--- src/rtl/lpht_pkg.sv ---
`timescale 1ns / 1ps
// Shared types and constants for the linear-probe hash table unit.
// No dependencies; imported by the controller, datapath and top level.
package lpht_pkg;

    localparam int NAME_W      = 64;
    localparam int TEL_W       = 34;
    localparam int KEY_W       = 7;
    localparam int KEY_MODULUS = 100;
    localparam int SUM_W       = 11;
    localparam int RECIP       = 655;
    localparam int RECIP_W     = 10;
    localparam int RECIP_SHIFT = 16;
    localparam int PROD_W      = SUM_W + RECIP_W;

    typedef enum logic [1:0]
    {
        OP_INSERT = 2'd0,
        OP_SEARCH = 2'd1,
        OP_UPDATE = 2'd2,
        OP_DELETE = 2'd3
    } op_t;

    localparam logic [1:0] STAT_OK        = 2'd0;
    localparam logic [1:0] STAT_NOT_FOUND = 2'd1;
    localparam logic [1:0] STAT_FULL      = 2'd2;

    typedef struct packed
    {
        logic load_in;
        logic clear;
        logic start;
        logic probe;
        logic save_res;
        logic load_out;
        logic out_from_pend;
    } lpht_cmd_t;

    typedef struct packed
    {
        logic hit;
        logic last;
        logic clear_last;
    } lpht_stat_t;

endpackage

--- src/rtl/lpht_ctrl.sv ---
`timescale 1ns / 1ps
// Controller state machine for the linear-probe hash table unit.
// Depends on lpht_pkg; drives datapath commands and both handshakes.
module lpht_ctrl
    import lpht_pkg::*;
(
    input  logic       clk,
    input  logic       rst_n,
    input  logic       in_valid,
    output logic       in_stall,
    output logic       out_valid,
    input  logic       out_stall,
    input  lpht_stat_t stat,
    output lpht_cmd_t  cmd
);

    typedef enum logic [4:0]
    {
        S_CLEAR = 5'b00001,
        S_IDLE  = 5'b00010,
        S_HASH  = 5'b00100,
        S_PROBE = 5'b01000,
        S_WAIT  = 5'b10000
    } state_t;

    state_t state_reg;
    state_t state_next;
    logic   out_valid_reg;
    logic   out_valid_next;
    logic   out_free;

    assign out_free  = !out_valid_reg || !out_stall;
    assign in_stall  = (state_reg != S_IDLE);
    assign out_valid = out_valid_reg;

    always_comb
    begin
        state_next = state_reg;
        cmd        = '0;
        case (state_reg)
            S_CLEAR:
            begin
                cmd.clear = 1'b1;
                if (stat.clear_last)
                begin
                    state_next = S_IDLE;
                end
            end
            S_IDLE:
            begin
                if (in_valid)
                begin
                    cmd.load_in = 1'b1;
                    state_next  = S_HASH;
                end
            end
            S_HASH:
            begin
                cmd.start  = 1'b1;
                state_next = S_PROBE;
            end
            S_PROBE:
            begin
                cmd.probe = 1'b1;
                if (stat.hit || stat.last)
                begin
                    if (out_free)
                    begin
                        cmd.load_out = 1'b1;
                        state_next   = S_IDLE;
                    end
                    else
                    begin
                        cmd.save_res = 1'b1;
                        state_next   = S_WAIT;
                    end
                end
            end
            S_WAIT:
            begin
                if (out_free)
                begin
                    cmd.load_out      = 1'b1;
                    cmd.out_from_pend = 1'b1;
                    state_next        = S_IDLE;
                end
            end
            default:
            begin
                state_next = S_CLEAR;
            end
        endcase
    end

    always_comb
    begin
        if (cmd.load_out)
        begin
            out_valid_next = 1'b1;
        end
        else if (out_valid_reg && !out_stall)
        begin
            out_valid_next = 1'b0;
        end
        else
        begin
            out_valid_next = out_valid_reg;
        end
    end

    always_ff @(posedge clk or negedge rst_n)
    begin
        if (!rst_n)
        begin
            state_reg     <= S_CLEAR;
            out_valid_reg <= 1'b0;
        end
        else
        begin
            state_reg     <= state_next;
            out_valid_reg <= out_valid_next;
        end
    end

endmodule

--- config.mk ---
export PLATFORM = sky130hd
export DESIGN_NAME = lpht_ctrl
export DESIGN_NICKNAME = d
export VERILOG_FILES = /design/src/rtl/lpht_pkg.sv /design/src/rtl/lpht_ctrl.sv
export SDC_FILE = /design/constraint.sdc
export NUM_CORES = 1
export LEC_CHECK = 0
export BUFFER_PORTS_ARGS = -buffer_cell sky130_fd_sc_hd__buf_4
export CAP_MARGIN = 20
export CORE_MARGIN = 8
export CORE_UTILIZATION = 25
export CTS_CLUSTER_DIAMETER = 40
export CTS_CLUSTER_SIZE = 10
export DETAILED_ROUTE_END_ITERATION = 6
export GPL_TIMING_DRIVEN = 0
export MAX_ROUTING_LAYER = met4
export PLACE_DENSITY_LB_ADDON = 0.2
export SYNTH_ARGS = -nofsm -noshare
export SYNTH_HDL_FRONTEND = slang
export SYNTH_SLANG_ARGS = --single-unit
--- constraint.sdc ---
create_clock -name clk -period 2.06 [get_ports clk]
set_clock_uncertainty 0.15 [all_clocks]
set_input_delay 0.412 -clock clk [delete_from_list [all_inputs] [get_ports clk]]
set_output_delay 0.412 -clock clk [all_outputs]
set_load 0.1 [all_outputs]
==> impl_metrics.py <==
metrics = {
    "route": {
        "dr_total_vias": 442,
        "drc_errors": 0,
        "routed_wl_um": 1145,
        "wl_per_cell_um": 12.87,
        "first_pass_iters": 3,
        "drtAntennaViolNets": 0,
        "viasPerCell": 4.966,
        "initialDrtViolationCount": 14,
    },
    "floorplanning": {
        "design.die.area_mm2": 0.003173,
        "initial_core_util_pct": 26.68,
        "fp-row-count": 14,
        "ios": 16,
        "core_region_area_mm2": 0.001524,
        "die_y_um": 56.33,
        "die_w_um": 56.33,
    },
    "finish": {
        "areaGrowthSynthToFinish_pct": 82.46,
        "drive_above_1_share_pct": 57.53,
        "fillers": 160,
        "diodes": 0,
        "largest_register_ffs": 5,
        "post-route-util_pct": 48.69,
        "design_area_um2": 742.0,
        "fin_nets": 81,
    },
    "timing": {
        "rsz0062_at_grt": "yes",
        "finalSetupViolations": 3,
        "tns_ps": -73.13,
        "slew_headroom_pct": 77.28,
        "report.final.hold_viol_count": 0,
        "maxSlewViolCount": 0,
        "fmax_ghz": 0.4726,
        "worst_slack_ps": -56.09,
        "period_needed_ps": 2116,
        "tightest_slew_ps": 339.6,
        "finalCritPeriodShare_pct": 102.7,
    },
    "clock_tree": {
        "h-tree-depth": 1,
        "clock_latency_ps": 250,
        "cts_tree": "done",
        "numCtsBuffers": 3,
        "cts_root_buf": "clkbuf_4",
        "clockBufferDepth": 2,
        "clkTransAtPathRegs_ps": 50,
        "clock-sinks": 6,
    },
    "worst_setup_path": {
        "crit_fanout": 5,
        "end_kind": "primary output",
        "slowest_stage": "dfrtp_1",
        "path_class": "flip-flop to primary output",
        "worst_ep_required_time_ps": 1500,
        "slowest_delay_ps": 420,
        "worstPathCellList": "or2b_4 -> o21ai_2 -> nand2_1 -> a21oi_1 -> buf_4 -> buf_12",
        "cp-start-kind": "flip-flop",
        "cp.arrival_ps": 1550,
    },
    "status": {
        "violations": "negative setup slack",
        "status": "complete, but fails checks",
    },
    "grt": {
        "overflow": 0,
        "grtUsageTotal_pct": 7.548,
        "grt_antenna_before_repair": 0,
        "grt_max_degree": 13,
        "first_global_vias": 415,
        "grt_pass1_wl_um": 1918,
    },
    "yosys": {
        "synth_edf_count": 0,
        "ys_seq_area_share_pct": 37.23,
        "post_synth_main_area_contributors": "dfrtp_1 31%, nor2_1 7.4%, dfstp_2 6.5%, nand2_1 4.6%, nand3_1 3.7%",
        "synth-main-ff-cell": "dfrtp_1",
        "syn_area_um2": 406.6,
        "synthCells": 50,
        "avgSynthCellArea_um2": 8.133,
        "synth_top_cell_area_share_pct": 30.77,
        "synth_top_cell_by_area": "dfrtp_1",
        "async_flop_share_pct": 100.0,
        "synth_seq_cells": 6,
        "syn_nets": 57,
        "ys_warn_count": 0,
        "yosys.cell_types.count": 27,
    },
    "place": {
        "gp_congestion": 0.7077,
        "place_hpwl_um": 872.4,
        "port_buffers": 15,
        "placed_area_um2": 615.6,
        "pre_cts_ws_ps": 42.64,
    },
    "job": {
        "drv_cap": 0,
    },
    "pwr": {
        "p_leak_nw": 0.3561,
        "powerDensity_mw_per_mm2": 1258,
        "total_power_uw": 933.2,
        "vdd_drop_max_mv": 0.7714,
    },
    "worst_hold_path": {
        "hold_path.class": "primary input to flip-flop",
    },
}
timing repair:
action                     CTS  global route
setup endpoints to repair    7             7
resized for setup           14             5
buffers inserted             3             1
hold buffers                 1             0
hold endpoints to repair     6             0
final timing paths:
| path | start | end | slack (ps) | cells past startpoint |
|---|---|---|---|---|
| hold reg to reg | out_valid$_DFFE_PN0P_ | out_valid$_DFFE_PN0P_ | 460 | 2 |
| setup reg to reg | state_reg[0]$_DFFE_PN1P_ | state_reg[0]$_DFFE_PN1P_ | 100 | 4 |
| max in group asynchronous | rst_n | state_reg[0]$_DFFE_PN1P_ | 1200 | 2 |
| setup / recovery | state_reg[4]$_DFFE_PN0P_ | cmd[1] | -60 | 6 |
| min in group asynchronous | rst_n | state_reg[2]$_DFFE_PN0P_ | 350 | 2 |
| hold / removal | out_stall | out_valid$_DFFE_PN0P_ | 290 | 3 |
where the power goes:
group	switching, mW	total, mW	internal [mW]
Sequential	0.0686	0.227	0.158
Clock	0.0445	0.118	0.0735
Combinational	0.384	0.589	0.205
layout make-up:
class / count / area, µm² / share of cell area [%]
Timing Repair Buffer: 20 / 196.4 / 26.48
Multi-Input combinational cell: 39 / 322.8 / 43.51
Inverter: 3 / 11.26 / 1.518
Buffer: 1 / 7.507 / 1.012
Tap cell: 16 / 20.02 / 2.698
Clock buffer: 4 / 26.28 / 3.541
Sequential cell: 6 / 157.7 / 21.25
kinds of logic (layout without fill, tap and decap cells):
kind of cell | Yosys count | in the layout | share of synthesized area, %
buffers and inverters | 5 | 28 | 5.538
muxes | 1 | 1 | 2.462
AOI/OAI and AO/OA | 8 | 8 | 14.46
DFF | 6 | 6 | 37.23
and+or+nand+nor | 30 | 30 | 40.31
through the flow:
step           hold WS [ps]  cells
4_1_cts               291.2     88
6_report              290.7     89
5_1_grt               311.0     89
3_3_place_gp          70.47     81
2_1_floorplan        -33.59     50
3_5_place_dp          71.91     81
critical path: cells and delay by family, from the launching register on:
family	cells	cell delay, ps
buffers and inverters	2	290
and+or+nand+nor	2	410
DFF	1	420
AOI/OAI and AO/OA	2	190
cells in the mapped netlist (2+ instances only):
cell type,count
a21oi_1,2
dfrtp_1,5
inv_1,3
nand2_1,5
nand2b_1,2
nand3_1,3
nand4_1,2
nor2_1,8
nor3_1,2
per-layer routing:
| layer | part of all wire [%] | vias up | global-route usage, % |
|---|---|---|---|
| li1 | - | 223 | - |
| met1 | 45 | 202 | 9.138 |
| met2 | 48 | 15 | 10.78 |
| met3 | 6.3 | 2 | 2.472 |
| met4 | 1.0 | 0 | 4.124 |
| met5 | 0 | - | - |
layout by cell type, fill, tap and decap left out, drive strengths merged, types with 2 or more instances in the layout:
cell    Yosys  final
nand2       5      5
dfrtp       5      5
clkbuf      1      4
nand4       2      2
inv         3      3
nand2b      2      2
nor2        8      8
buf         1     20
a21oi       2      2
nand3       3      3
nor3        2      2
Power figures use the tool's default switching activity.
